## src/rtl/fmhs_pkg.sv

```systemverilog
// ============================================================================
// fmhs_pkg
// Types, constants and lookup functions shared by the fan mode and
// humidifier sequencer.
// ============================================================================
package fmhs_pkg;

    localparam int PATTERN_STEPS  = 17;
    localparam int TICKS_PER_STEP = 5;

    localparam logic [1:0] MODE_MANUAL  = 2'd0;
    localparam logic [1:0] MODE_NATURAL = 2'd1;
    localparam logic [1:0] MODE_SLEEP   = 2'd2;

    localparam logic [3:0] WIND_OFF      = 4'd15;
    localparam logic [3:0] FAN_BITS_IDLE = 4'hE;
    localparam logic [6:0] PINS_IDLE     = 7'd126;

    localparam int PIN_HUMID  = 4;
    localparam int PIN_SWING  = 5;
    localparam int PIN_IONIZE = 6;

    localparam logic [7:0] SLEEP_LIMIT_RESET = 8'd6;
    localparam logic [7:0] COUNT_WRAP_TO     = 8'd12;

    typedef struct packed {
        logic       power_on;
        logic       second_tick;
        logic       pattern_tick;
        logic [1:0] fan_mode;
        logic [2:0] fan_speed;
        logic       humidify_on;
        logic       water_sensor;
        logic       swing_on;
        logic       ionizer_on;
    } in_word_t;

    typedef struct packed {
        logic [6:0] drive_pins;
        logic       shortage_led;
        logic       led_refresh;
        logic [2:0] speed_next;
        logic       speed_lowered;
        logic       second_tick_taken;
        logic       pattern_tick_taken;
    } out_word_t;

    // Boost, low, mid and high pin levels for one speed code.
    function automatic logic [3:0] fan_bits(input logic [2:0] x);
        logic [3:0] bits;
        bits = FAN_BITS_IDLE;
        if (x >= 3'd3) bits[0] = 1'b1;
        if (x == 3'd0 || x == 3'd3) bits[1] = 1'b0;
        else if (x == 3'd1 || x == 3'd4) bits[2] = 1'b0;
        else if (x == 3'd2 || x == 3'd5) bits[3] = 1'b0;
        return bits;
    endfunction

    function automatic logic [3:0] wind_bits(input logic [3:0] code);
        logic [3:0] bits;
        if (code == WIND_OFF) bits = FAN_BITS_IDLE;
        else bits = fan_bits(code[2:0]);
        return bits;
    endfunction

    function automatic logic [3:0] wind_high(input logic [4:0] step);
        logic [3:0] c;
        unique case (step)
            5'd0:  c = 4'd5;
            5'd1:  c = 4'd3;
            5'd2:  c = 4'd1;
            5'd3:  c = 4'd5;
            5'd4:  c = 4'd3;
            5'd5:  c = 4'd5;
            5'd6:  c = WIND_OFF;
            5'd7:  c = 4'd3;
            5'd8:  c = 4'd5;
            5'd9:  c = 4'd1;
            5'd10: c = 4'd5;
            5'd11: c = 4'd3;
            5'd12: c = 4'd5;
            5'd13: c = WIND_OFF;
            5'd14: c = 4'd3;
            5'd15: c = 4'd5;
            5'd16: c = 4'd1;
            default: c = WIND_OFF;
        endcase
        return c;
    endfunction

    function automatic logic [3:0] wind_mid(input logic [4:0] step);
        logic [3:0] c;
        unique case (step)
            5'd0:  c = 4'd3;
            5'd1:  c = 4'd1;
            5'd2:  c = 4'd5;
            5'd3:  c = WIND_OFF;
            5'd4:  c = 4'd3;
            5'd5:  c = 4'd1;
            5'd6:  c = 4'd5;
            5'd7:  c = WIND_OFF;
            5'd8:  c = 4'd3;
            5'd9:  c = 4'd5;
            5'd10: c = 4'd1;
            5'd11: c = 4'd3;
            5'd12: c = 4'd1;
            5'd13: c = 4'd5;
            5'd14: c = WIND_OFF;
            5'd15: c = 4'd3;
            5'd16: c = 4'd1;
            default: c = WIND_OFF;
        endcase
        return c;
    endfunction

    function automatic logic [3:0] wind_low(input logic [4:0] step);
        logic [3:0] c;
        unique case (step)
            5'd0:  c = 4'd3;
            5'd1:  c = 4'd1;
            5'd2:  c = 4'd3;
            5'd3:  c = 4'd1;
            5'd4:  c = WIND_OFF;
            5'd5:  c = 4'd5;
            5'd6:  c = 4'd1;
            5'd7:  c = 4'd3;
            5'd8:  c = 4'd1;
            5'd9:  c = WIND_OFF;
            5'd10: c = 4'd3;
            5'd11: c = 4'd1;
            5'd12: c = 4'd3;
            5'd13: c = WIND_OFF;
            5'd14: c = 4'd5;
            5'd15: c = 4'd1;
            5'd16: c = 4'd3;
            default: c = WIND_OFF;
        endcase
        return c;
    endfunction

    function automatic logic [7:0] count_second(input logic [7:0] c);
        return (c == 8'hFF) ? COUNT_WRAP_TO : c + 8'd1;
    endfunction

endpackage

```

## src/rtl/fmhs_core.sv

```systemverilog
// ============================================================================
// fmhs_core
// Control state of the sequencer and the logic of one control pass.
// ============================================================================
module fmhs_core (
    input  logic               clk,
    input  logic               rst_n,
    input  logic               step_en,
    input  fmhs_pkg::in_word_t word,
    input  logic [7:0]         sleep_limit,
    output fmhs_pkg::out_word_t result
);

    typedef struct packed {
        logic       startup_done;
        logic [7:0] second_count;
        logic [2:0] tick_divider;
        logic [4:0] pattern_step;
        logic [7:0] sleep_count;
        logic [2:0] applied_speed;
        logic       last_power;
        logic       last_humidify;
        logic       humidify_active;
        logic       water_low;
        logic [2:0] dry_count;
        logic       last_swing;
        logic       last_ionizer;
        logic [6:0] pin_levels;
        logic       shortage_led_on;
    } core_state_t;

    core_state_t st_reg;
    core_state_t st_next;

    logic       sec;
    logic [2:0] speed;
    logic [3:0] code;
    logic       refresh;
    logic       lowered;
    logic       sec_taken;
    logic       pat_taken;

    always_comb
    begin
        st_next   = st_reg;
        sec       = word.second_tick;
        speed     = word.fan_speed;
        code      = fmhs_pkg::WIND_OFF;
        refresh   = 1'b0;
        lowered   = 1'b0;
        sec_taken = 1'b0;
        pat_taken = 1'b0;

        if (word.power_on)
        begin
            st_next.last_power = 1'b1;
            if (!st_reg.startup_done)
            begin
                if (sec)
                begin
                    sec       = 1'b0;
                    sec_taken = 1'b1;
                    st_next.second_count = fmhs_pkg::count_second(st_reg.second_count);
                    if (st_next.second_count == 8'd1)
                    begin
                        st_next.pin_levels[3:0] = fmhs_pkg::fan_bits(3'd4);
                        st_next.applied_speed   = 3'd4;
                    end
                    else if (st_next.second_count == 8'd3)
                    begin
                        st_next.startup_done = 1'b1;
                    end
                end
            end
            else if (word.fan_mode == fmhs_pkg::MODE_NATURAL ||
                     word.fan_mode == fmhs_pkg::MODE_SLEEP)
            begin
                if (word.pattern_tick)
                begin
                    pat_taken = 1'b1;
                    st_next.tick_divider = st_reg.tick_divider + 3'd1;
                    if (st_next.tick_divider == 3'(fmhs_pkg::TICKS_PER_STEP))
                    begin
                        st_next.tick_divider = 3'd0;
                        st_next.pattern_step = st_reg.pattern_step + 5'd1;
                        if (st_next.pattern_step >= 5'(fmhs_pkg::PATTERN_STEPS))
                        begin
                            st_next.pattern_step = 5'd0;
                            st_next.sleep_count  = st_reg.sleep_count + 8'd1;
                            if (st_next.sleep_count > sleep_limit)
                            begin
                                st_next.sleep_count = 8'd0;
                                if (word.fan_mode == fmhs_pkg::MODE_SLEEP && speed > 3'd1)
                                begin
                                    speed   = speed - 3'd2;
                                    lowered = 1'b1;
                                end
                            end
                        end
                    end
                    if (speed > 3'd3) code = fmhs_pkg::wind_high(st_next.pattern_step);
                    else if (speed > 3'd1) code = fmhs_pkg::wind_mid(st_next.pattern_step);
                    else code = fmhs_pkg::wind_low(st_next.pattern_step);
                    if (st_next.pattern_step < 5'(fmhs_pkg::PATTERN_STEPS))
                        st_next.pin_levels[3:0] = fmhs_pkg::wind_bits(code);
                end
            end
            else if (word.fan_mode == fmhs_pkg::MODE_MANUAL &&
                     st_reg.applied_speed != speed)
            begin
                st_next.applied_speed   = speed;
                st_next.pin_levels[3:0] = fmhs_pkg::fan_bits(speed);
            end

            if (st_reg.last_humidify != word.humidify_on)
            begin
                st_next.last_humidify = word.humidify_on;
                if (word.humidify_on)
                begin
                    st_next.humidify_active = 1'b1;
                end
                else
                begin
                    st_next.humidify_active = 1'b0;
                    st_next.second_count    = 8'd0;
                    st_next.shortage_led_on = 1'b0;
                    st_next.water_low       = 1'b0;
                    refresh                 = 1'b1;
                end
            end

            if (st_next.humidify_active && sec)
            begin
                sec_taken = 1'b1;
                st_next.second_count = fmhs_pkg::count_second(st_next.second_count);
                if (!st_next.water_low)
                begin
                    priority if (st_next.second_count == 8'd1)
                        st_next.pin_levels[fmhs_pkg::PIN_HUMID] = 1'b0;
                    else if (st_next.second_count == 8'd4)
                        st_next.pin_levels[fmhs_pkg::PIN_HUMID] = 1'b1;
                    else if (st_next.second_count == 8'd6)
                        st_next.pin_levels[fmhs_pkg::PIN_HUMID] = 1'b0;
                    else if (st_next.second_count == 8'd9)
                        st_next.pin_levels[fmhs_pkg::PIN_HUMID] = 1'b1;
                    else if (st_next.second_count == 8'd11)
                    begin
                        st_next.pin_levels[fmhs_pkg::PIN_HUMID] = 1'b0;
                        st_next.dry_count = 3'd0;
                    end
                    else if (st_next.second_count > 8'd11)
                    begin
                        st_next.dry_count = word.water_sensor ? st_reg.dry_count + 3'd1 : 3'd0;
                        if (st_next.dry_count == 3'd4)
                        begin
                            st_next.dry_count = 3'd0;
                            st_next.pin_levels[fmhs_pkg::PIN_HUMID] = 1'b1;
                            st_next.water_low = 1'b1;
                        end
                    end
                    else
                    begin
                    end
                end
                else
                begin
                    st_next.shortage_led_on = ~st_next.shortage_led_on;
                    refresh                 = 1'b1;
                end
            end

            if (st_reg.last_swing != word.swing_on)
            begin
                st_next.last_swing = word.swing_on;
                st_next.pin_levels[fmhs_pkg::PIN_SWING] = ~word.swing_on;
            end
            if (st_reg.last_ionizer != word.ionizer_on)
            begin
                st_next.last_ionizer = word.ionizer_on;
                st_next.pin_levels[fmhs_pkg::PIN_IONIZE] = ~word.ionizer_on;
            end
        end
        else if (st_reg.last_power)
        begin
            st_next.last_power = 1'b0;
            st_next.pin_levels = fmhs_pkg::PINS_IDLE;
        end

        result.drive_pins         = st_next.pin_levels;
        result.shortage_led       = st_next.shortage_led_on;
        result.led_refresh        = refresh;
        result.speed_next         = speed;
        result.speed_lowered      = lowered;
        result.second_tick_taken  = sec_taken;
        result.pattern_tick_taken = pat_taken;
    end

    always_ff @(posedge clk or negedge rst_n)
    begin
        if (!rst_n)
        begin
            // Everything clears except the pins, which rest inactive. The 37
            // zero bits cover all fields above pin_levels.
            st_reg <= core_state_t'({37'd0, fmhs_pkg::PINS_IDLE, 1'b0});
        end
        else if (step_en)
        begin
            st_reg <= st_next;
        end
    end

endmodule

```

## src/rtl/fan_mode_and_humidifier_sequencer.sv

```systemverilog
// ============================================================================
// fan_mode_and_humidifier_sequencer
// Fan speed, wind pattern and humidifier control, one control pass per word.
// ============================================================================
// Usage:
// Each input word on the in channel (valid/ready) is one control pass: power
// level, pending second and pattern flags, mode, speed and the humidifier,
// water sensor, swing and ionizer levels. For every accepted input word the
// block returns exactly one output word on the out channel (valid/ready)
// with the pin levels, the LED state, the speed after the pass and the
// flags that report which pending ticks were consumed.
// A word accepted on the in channel is captured in the input register, the
// pass is evaluated into the result register once that register is free,
// and the result is offered from then on.
// Throughput is one word per cycle while the receiver does not stall; the
// limit is the pass through the control state, which is updated once per word.
// When the receiver stalls, the result register holds its word and the
// input register can still take one more word; in_ready falls only when
// both are full, so no word is lost. Reset (rst_n low, asynchronous)
// clears the start-up flag, counters and edge memories, sets all pins
// inactive and sets sleep_limit to six. The user writes sleep_limit via
// cfg_we/cfg_wdata only while the block is idle; the block does not check.
// ============================================================================
module fan_mode_and_humidifier_sequencer (
    input  logic                clk,
    input  logic                rst_n,
    input  logic                in_valid,
    output logic                in_ready,
    input  fmhs_pkg::in_word_t  in_word,
    output logic                out_valid,
    input  logic                out_ready,
    output fmhs_pkg::out_word_t out_word,
    input  logic                cfg_we,
    input  logic [7:0]          cfg_wdata
);

    // Configuration register.
    logic [7:0] sleep_limit_reg;

    // Input register stage.
    logic               hold_valid_reg;
    fmhs_pkg::in_word_t hold_word_reg;

    // Result register stage.
    logic                out_valid_reg;
    fmhs_pkg::out_word_t out_word_reg;

    fmhs_pkg::out_word_t pass_result;
    logic                res_free;
    logic                advance;

    // The result register can take a new word when it is empty or its word
    // leaves in this cycle; the held input word then moves on.
    assign res_free = !out_valid_reg || out_ready;
    assign advance  = hold_valid_reg && res_free;
    assign in_ready = !hold_valid_reg || res_free;

    fmhs_core u_core (
        .clk         (clk),
        .rst_n       (rst_n),
        .step_en     (advance),
        .word        (hold_word_reg),
        .sleep_limit (sleep_limit_reg),
        .result      (pass_result)
    );

    always_ff @(posedge clk or negedge rst_n)
    begin
        if (!rst_n)
        begin
            sleep_limit_reg <= fmhs_pkg::SLEEP_LIMIT_RESET;
        end
        else if (cfg_we)
        begin
            sleep_limit_reg <= cfg_wdata;
        end
    end

    always_ff @(posedge clk or negedge rst_n)
    begin
        if (!rst_n)
        begin
            hold_valid_reg <= 1'b0;
            out_valid_reg  <= 1'b0;
        end
        else
        begin
            if (in_valid && in_ready)
                hold_valid_reg <= 1'b1;
            else if (advance)
                hold_valid_reg <= 1'b0;

            if (advance)
                out_valid_reg <= 1'b1;
            else if (out_ready)
                out_valid_reg <= 1'b0;
        end
    end

    // Payload registers carry no reset.
    always_ff @(posedge clk)
    begin
        if (in_valid && in_ready)
            hold_word_reg <= in_word;
        if (advance)
            out_word_reg <= pass_result;
    end

    assign out_valid = out_valid_reg;
    assign out_word  = out_word_reg;

endmodule
```

## config.mk

```make
export PLATFORM = sky130hd
export DESIGN_NAME = fan_mode_and_humidifier_sequencer
export DESIGN_NICKNAME = d
export VERILOG_FILES = /design/src/rtl/fmhs_pkg.sv /design/src/rtl/fmhs_core.sv /design/src/rtl/fan_mode_and_humidifier_sequencer.sv
export SDC_FILE = /design/constraint.sdc
export NUM_CORES = 1
export LEC_CHECK = 0
export BUFFER_PORTS_ARGS = -buffer_cell sky130_fd_sc_hd__clkbuf_2
export CORE_ASPECT_RATIO = 2
export CORE_MARGIN = 10
export CORE_UTILIZATION = 35
export DETAILED_ROUTE_END_ITERATION = 12
export SLEW_MARGIN = 0
export SYNTH_ARGS = -nofsm -noshare
export SYNTH_HDL_FRONTEND = slang
export SYNTH_SLANG_ARGS = --single-unit
```

## constraint.sdc

```tcl
create_clock -name clk -period 7.44 [get_ports clk]
set_input_delay 0 -clock clk [delete_from_list [all_inputs] [get_ports clk]]
set_output_delay 0 -clock clk [all_outputs]
set_load 0.005 [all_outputs]
```

* Word level (Yosys, flattened, before mapping) *
Memories as Yosys holds them, arrays and structs flattened.
Index checks and enable logic that the tools add are counted.

word-level totals
  register bits after elaboration = 82
  bits in read-only memories = 288
  input bits = 25
  output and inout bits = 17
  memories kept = 3

operators by class
  $add $sub $neg = 7
  $lt $le $gt $ge = 9
  equality and inequality tests = 33
  mux-type cells = 110
  bitwise operators = 8
  reduce and logical (&&, ||, !) cells = 34

memories
  memory           words  width  read ports  clocked after memory_dff  write ports  line             RTL
  (no name shown)  32     3      1           0                         0            fmhs_pkg.sv:68   unique case (step)
  (no name shown)  32     3      1           0                         0            fmhs_pkg.sv:93   unique case (step)
  (no name shown)  32     3      1           0                         0            fmhs_pkg.sv:118  unique case (step)

operators by type and width
  operator             number
  $mux 4               22
  $mux 16              5
  $mux 3               21
  $mux 8               7
  $mux 1               48
  $add 8x1->8 const B  3
  $eq 3x3->1 const B   6
  $mux 9               2
  $eq 8x1->1 const B   2
  $eq 8x3->1 const B   2
  $eq 8x4->1 const B   2
  $eq 8x8->1 const B   2
  $mux 7               2
  $reduce_and 7->1     2
  $mux 13              1
  $eq 3x2->1 const B   4
  $reduce_and 3->1     4
  $ne 5x5->1 const B   2
  $reduce_bool 2->1    5
  $logic_or 1x1->1     9
  $reduce_and 9->1     1
  $eq 8x2->1 const B   1
  $gt 8x4->1 const B   1
  $gt 8x8->1           1
  other kinds (25)     46

* Logic depth before layout (Yosys ltp) *
Gate-level depths: netlist of run 1.

  depth in word-level cells = 28
  mapped depth = 16

* Modules after synthesis *
From an unflattened synthesis of run 1, not the netlist that was laid out.

second synthesis, totals
  cells, all modules = 603
  area total of the unflattened synthesis = 5550.3 um^2

modules (own cells, without submodules)
  module                             times used  cells an instance  area an instance (um^2)  sequential area each (um^2)
  fmhs_core                          1           551                4316.6                   1133.6
  fan_mode_and_humidifier_sequencer  1           52                 1233.7                   1063.5

* Worst setup path after synthesis of run 1 *
OpenSTA, ideal clock, no wires.

  path type = reg-to-reg
  start = register u_core.st_reg[29] in the netlist's numbering
  end = register out_word_reg (netlist bit out_word[9]), data pin
  data arrival time = 3.310 ns
  slack = 3.863 ns
  stages on the path, launching flop included = 16
  buffers on the path = 1
  period minus slack after synthesis = 3.577 ns
  path through = dfrtp_1 > ha_1 > buf_4 > a21oi_1 > nor3_1 > o21ai_0 > ha_1 > nor2_1 > nand4_1 > o211a_1 > o221ai_1 > o2111ai_1 > a21oi_1 > o41a_1 > a211oi_1 > a211oi_1

RTL lines
  element                   line                                      RTL
  start: declaration        fmhs_core.sv:32                           core_state_t st_reg;
  start signal: assignment  fmhs_core.sv:204                          st_reg <= core_state_t'({37'd0, fmhs_pkg::PINS_IDLE, 1'b0});
  start signal: assignment  fmhs_core.sv:208                          st_reg <= st_next;
  end signal: assignment    fan_mode_and_humidifier_sequencer.sv:106  out_word_reg <= pass_result;
  end: declaration          fan_mode_and_humidifier_sequencer.sv:46   fmhs_pkg::out_word_t out_word_reg;

==> flow_summary_export.csv, run 1 <==
group,metric,value,unit
logic_synthesis,synth_enable_flop_cells,27,
floorplan,top_level_ports,42,
final_layout,largest_register_ffs,45,
final_layout,final_core_utilization,41.1,%
final_layout,finalNonFillerCells,902,
placed_design,placement.io_buffers,41,
logic_synthesis,synth_nets,701,
drt,dr.first_iter.drc_count,306,
clocking,post_cts_resize_count,0,
worst_setup_path,timing.critical_path.arrival,4.37,ns
grt,initial_antenna_violation_count,0,
grt,grt_pass1_wl,23300,um
hold_path,min-delay-path-class,"primary input to flip-flop",
logic_synthesis,synth.largest_area_cell,"dfrtp_1",
drt,routed_wirelength,13600,um
timing,rsz0062_at_grt,"false",
final_layout,area.growth.synth_to_final,16.1,%
clocking,clock_latency,0.33,ns
clocking,worst_setup_hold_path_clk_slew,0.06,ns
clocking,worst_case_clock_buffer_depth,2,
worst_setup_path,critPathMaxFanout,11,
logic_synthesis,seq_area_frac_synth,38.6,%
timing,finalHoldViolations,0,
grt,globalRoute.totalOverflow,0,
final_layout,mostFrequentLayoutCell,"nand2_1",
placed_design,postPlaceCellArea,6050,sq um
timing,setup-tns-final,0,ns
final_layout,layout_common_cells,"nand2_1, o21ai_0, nor2_1",
final_layout,layout.cell_area.non_filler,6620,sq um
logic_synthesis,synth.ff_latch_count,82,
final_layout,diodes,0,
timing,hold_slack,0.000492,ns
floorplan,die_w,110,um
drt,post_drt_via_cell_ratio,5.48,
grt,grt_pass1_vias,4818,
floorplan,core-area,16100,sq um
logic_synthesis,postSynth.topFlopCell,"dfrtp_1",
floorplan,dieArea,22100,sq um
clocking,cts-root-buf,"clkbuf_16",
worst_setup_path,setup.worst_path.start_class,"flip-flop",
logic_synthesis,ys_warn_count,0,
logic_synthesis,synth.area.top_cells,"dfrtp_1, edfxtp_1, ha_1",
timing,final-max-slew-violation-count,0,
grt,grt_max_degree,56,
timing,min_period,4.30,ns
grt,grt_util_all_layers,12.6,%
clocking,deepest_level_of_the_cts_h_tree,3,
clocking,tritoncts_num_sinks,82,
logic_synthesis,synthArstFlopShare,67.1,%
timing,worst-slew-pin-transition,1.06,ns
drt,via_count,4943,
worst_setup_path,setup.worst_path.end_class,"flip-flop",
timing,timing.final.crit_share,57.8,%
placed_design,gp_routability_congestion,0.887,
logic_synthesis,synth_area,5700,sq um
drt,drt_pass_1_iters,5,
pwr,p_leak,0.00273,uW
floorplan,initial_core_util,35.4,%
floorplan,row_count,66,
floorplan,dieHeight,200,um
logic_synthesis,netlist.area_leader.share,20.7,%
worst_setup_path,required_time_worst_endpoint,7.51,ns
timing,timing.fmax,0.233,GHz
clocking,cts_tree,"done",
timing,max_slew_margin,28.6,%
timing,final-setup-viol-count,0,
drt,drc,0,
final_layout,layout-drive-gt1-share,13.5,%
run_status,run_status,"finished, final reports clean",
pwr,ir_drop,0.179,mV
placed_design,hpwl_after_detailed_placement,9630,um
pwr,powerDensity,217,nW/um^2
worst_setup_path,setup.worst_path.class,"flip-flop to flip-flop",
clocking,numCtsBuffers,9,
drt,antenna_violating_nets_post_route,0,
logic_synthesis,post_synth_num_cell_types,79,
drt,wire_per_inst,15.0,um
timing,clock-skew-final,0.00950,ns
placed_design,placed_cells_incl_taps,861,
logic_synthesis,post_synthesis_instance_total,642,
flow_run,cap_violations,0,
logic_synthesis,synth.avg_cell_area,8.87,sq um
final_layout,fin_nets,752,
[routing by layer]
layer | vias to the layer above | share of wire [%] | GRT usage (%)
met3 | 12 | 4.5 | 2.41
li1 | 2465 | - | -
met1 | 2345 | 49 | 17.3
met5 | - | 0 | 0
met2 | 121 | 45 | 19.4
met4 | 0 | 1.3 | 3.83
[path summary, 6_finish.rpt]
kind / slack (ns) / start / cells past startpoint / end
max reg2reg: 3.14 / u_core.st_reg[29] / 14 / out_word[9]
min: 0.0005 / out_ready / 3 / out_valid
max in group asynchronous: 6.57 / rst_n / 3 / u_core.st_reg[29]
min reg2reg: 0.48 / hold_word_reg[0] / 2 / u_core.st_reg[8]
max: 3.14 / u_core.st_reg[29] / 14 / out_word[9]
min in group asynchronous: 0.35 / rst_n / 3 / u_core.st_reg[11]
[cells by family after synthesis]
kind of cell / Yosys count / share of synthesized area (%)
AND/OR/NAND/NOR: 231 / 19.9
multiplexers: 13 / 2.46
XOR/XNOR: 22 / 3.52
AO/OA/AOI/OAI: 192 / 23.1
adder cells (fa/ha/maj): 35 / 7.65
buffers and inverters: 67 / 4.79
flip-flops: 82 / 38.6
[Yosys cell counts, types with 8 or more instances]
library cell / number
a21oi_1: 31
and3_1: 11
clkbuf_1: 19
dfrtp_1: 47
dfstp_2: 8
edfxtp_1: 27
ha_1: 34
inv_1: 38
mux2_2: 8
nand2_1: 68
nand2b_1: 14
nand3_1: 22
nor2_1: 55
nor3_1: 14
o21ai_0: 61
o31ai_1: 11
or3_1: 8
xnor2_1: 12
xor2_1: 9
[report_power, final]
part | switching, uW | total, uW | internal (uW)
registers | 63.9 | 605 | 541
clock network | 184 | 477 | 294
logic | 207 | 354 | 147
total | 454 | 1440 | 982
[worst max-delay path: stages (launching register included)]
cell       delay (ns)
dfrtp_1          0.45
ha_1             0.42
a21oi_1          0.17
nor3_1           0.54
o21ai_0          0.37
ha_1             0.51
nor2_1           0.08
nand4_1          0.09
o211a_1          0.15
o221ai_1         0.12
o2111ai_1        0.20
a21oi_1          0.16
o41a_1           0.45
a31oi_1          0.23
a211oi_1         0.10
[timing repair]
action	in CTS	in global routing
hold buffers	25	0
setup buffers	0	0
endpoints found under the hold margin	68	0
[metrics by stage]
stage	worst slack [ns]	total power [uW]
after CTS	3.24	1450
after global routing	2.80	1530
after detailed placement	3.25	953
final	3.14	1440
after floorplan	3.86	857
after global placement	3.41	945
[layout make-up]
class                   count  area [sq um]
clock inverters             7          91.3
repair buffers             69           478
clock buffers               9           225
inverters                  38           143
flip-flops and latches     82          2200
fillers                  1590          9490
well taps                 204           255
multi-input cells         493          3230
(Power assumes the default switching activity.)
==> run 2: changes to the inputs <==
==> constraint.sdc (replaced) <==
create_clock -name clk -period 3.6 [get_ports clk]
set_input_delay 0 -clock clk [delete_from_list [all_inputs] [get_ports clk]]
set_output_delay 0 -clock clk [all_outputs]
set_load 0.005 [all_outputs]
==> run 2 against run 1 <==
Against the previous run: sequential cell count is the same; total power grew 110%; clock power grew 75%; critical endpoint is now out_word[8]; maximum frequency grew 21%.
==> flow_summary_export.csv, run 2 (same netlist as run 1, synthesis figures left out) <==
group,metric,value,unit
clocking,deepest_level_of_the_cts_h_tree,3,
pwr,power_frac_seq,40.5,%
worst_setup_path,timing.critical_path.arrival,3.65,ns
drt,wire_per_inst,15.1,um
timing,min_period,3.57,ns
floorplan,row_count,66,
floorplan,top_level_ports,42,
final_layout,ff_latch_area,2200,sq um
pwr,netSwitchingPower,980,uW
final_layout,layout_common_cells,"buf_4, nand2_1, o21ai_0",
final_layout,finalNonFillerCells,979,
timing,timing.fmax,0.280,GHz
drt,dr.first_iter.drc_count,369,
floorplan,dieHeight,200,um
pwr,p_leak,0.00310,uW
pwr,pwr-share-clk,28.2,%
grt,grt_util_all_layers,13.3,%
final_layout,layout-drive-gt1-share,25.2,%
timing,finalHoldViolations,0,
drt,routed_wirelength,14800,um
final_layout,largest_register_ffs,45,
floorplan,dieArea,22100,sq um
placed_design,hpwl_after_detailed_placement,10700,um
grt,globalRoute.totalOverflow,0,
worst_setup_path,setup.worst_path.class,"flip-flop to flip-flop",
drt,drc,0,
timing,final-setup-viol-count,0,
pwr,ir_drop,0.334,mV
flow_run,cap_violations,0,
clocking,tritoncts_num_sinks,82,
final_layout,area.growth.synth_to_final,28.4,%
worst_setup_path,worstPathCellList,"and3_4, and3_4, nand3_4, xnor2_2, ha_1, and4_4, a21oi_4, or4_4, and4_1, or3_1, a311o_1, o211ai_2, a31oi_1",
timing,rsz0062_at_grt,"true",
pwr,power_report.internal_total,1990,uW
worst_setup_path,setup.worst_path.end_class,"flip-flop",
drt,antenna_violating_nets_post_route,0,
timing,timing.final.crit_share,99.0,%
pwr,powerDensity,406,nW/um^2
final_layout,multiInputGateArea,3390,sq um
clocking,cts-root-buf,"clkbuf_16",
hold_path,min-delay-path-class,"primary input to flip-flop",
timing,final-max-slew-violation-count,0,
placed_design,placement.io_buffers,41,
placed_design,gp_routability_congestion,0.924,
drt,post_drt_via_cell_ratio,5.37,
clocking,worst_setup_hold_path_clk_slew,0.06,ns
drt,via_count,5253,
clocking,cts_tree,"done",
grt,grt_pass1_wl,24500,um
final_layout,fin_nets,829,
clocking,numCtsBuffers,9,
timing,clock-skew-final,0.0104,ns
drt,drt_pass_1_iters,5,
final_layout,diodes,0,
grt,grt_max_degree,31,
pwr,power_switching_share,33.0,%
worst_setup_path,worst_path_max_delay_cell,"or4_4",
placed_design,placed_cells_incl_taps,931,
timing,setup-tns-final,0,ns
worst_setup_path,timing.critical_path.max_delay_family,"simple AND/OR/NAND/NOR gates",
worst_setup_path,reg2regPathDepth,13,
clocking,clock_latency,0.34,ns
floorplan,die_w,110,um
worst_setup_path,critPathMaxStageDelay,0.54,ns
worst_setup_path,worst-path-buf-inv,0,
final_layout,filler_cell_count,1527,
floorplan,core-area,16100,sq um
grt,grt_pass1_vias,5094,
floorplan,initial_core_util,35.4,%
timing,worst-slew-pin-transition,0.897,ns
final_layout,mostFrequentLayoutCell,"buf_4",
worst_setup_path,required_time_worst_endpoint,3.68,ns
worst_setup_path,setup.worst_path.start_class,"flip-flop",
grt,initial_antenna_violation_count,0,
worst_setup_path,path_common_cell,"and3_4",
pwr,share_comb_of_total_power,31.3,%
hold_path,worstHoldPathCells,3,
clocking,worst_case_clock_buffer_depth,2,
run_status,run_status,"finished, final reports clean",
worst_setup_path,worst-path-stages,13,
timing,max_slew_margin,39.7,%
worst_setup_path,critPathMaxFanout,6,
-- run 2: cell types whose count changed in the layout (fill, tap and decap cells not counted), sizes merged --
| cell | previous run | this run |
|---|---|---|
| clkinv | 4 | 2 |
| clkbuf | 50 | 52 |
| dlygate4sd3 | 25 | 24 |
| bufinv | 2 | 0 |
| buf | 3 | 81 |
| inv | 39 | 40 |
| clkinvlp | 0 | 1 |
-- run 2: through the flow --
step	hold slack [ns]	utilization, %	total power, uW	worst slack (ns)	area [sq um]
6_report	0.00816	45.4	2970	0.0349	7320
5_1_grt	0.0727	45.4	3170	-0.105	7320
4_1_cts	0.00283	44.3	2970	0.00834	7130
3_5_place_dp	0.0942	40.9	2100	-0.0840	6590
3_3_place_gp	0.0845	40.9	2080	0.0135	6590
2_1_floorplan	-0.296	-	1770	0.0234	5700
-- run 2: power groups by stage --
stage	combinational (uW)	clock [uW]	sequential (uW)
CTS	905	861	1200
detailed placement	879	0	1220
global placement	866	0	1210
global route	1050	895	1220
floorplan	566	0	1210
finish	930	837	1200
-- run 2: path summary, 6_finish.rpt --
| path | slack (ns) | start | to |
|---|---|---|---|
| setup / recovery | 0.03 | u_core.st_reg[20] | out_word[8] |
| min in group asynchronous | 0.25 | rst_n | u_core.st_reg[12] |
| hold / removal | 0.008 | out_ready | out_valid |
| hold reg to reg | 0.49 | hold_word_reg[0] | u_core.st_reg[8] |
| setup reg to reg | 0.03 | u_core.st_reg[20] | out_word[8] |
| max in group asynchronous | 2.44 | rst_n | sleep_limit_reg[2] |
-- run 2: final cells by class --
| type | count | area share (%) |
|---|---|---|
| Multi-Input combinational cell | 493 | 46.3 |
| Sequential cell | 82 | 30.0 |
| Timing Repair Buffer | 146 | 14.6 |
| Tap cell | 204 | 3.49 |
| Clock buffer | 11 | 3.18 |
| Inverter | 38 | 1.95 |
| Clock inverter | 5 | 0.410 |
-- run 2: worst reg2reg max path: cells and delay by family (launching register included) --
family                     cells  cell delay (ns)
and+or+nand+nor                7             1.79
AOI/OAI and AO/OA              4             0.68
DFF                            1             0.38
adders and majority gates      1             0.32
xor gates and xnor gates       1             0.16
-- run 2: metal layers --
| metal | GRT usage, % | vias up | routed length [um] |
|---|---|---|---|
| met2 | 20.3 | 160 | 6920 |
| met4 | 3.74 | 0 | 228 |
| met1 | 18.3 | 2467 | 6850 |
| li1 | - | 2606 | - |
| met5 | 0 | - | 0 |
| met3 | 2.80 | 20 | 814 |
-- run 2: what timing repair did --
| item | in CTS | in global routing |
|---|---|---|
| pin swaps | 4 | 11 |
| hold buffers | 24 | 0 |
| endpoints found under the setup margin | 3 | 13 |
| setup buffers | 4 | 4 |
| endpoints found under the hold margin | 40 | 0 |
| gates resized for setup | 3 | 31 |
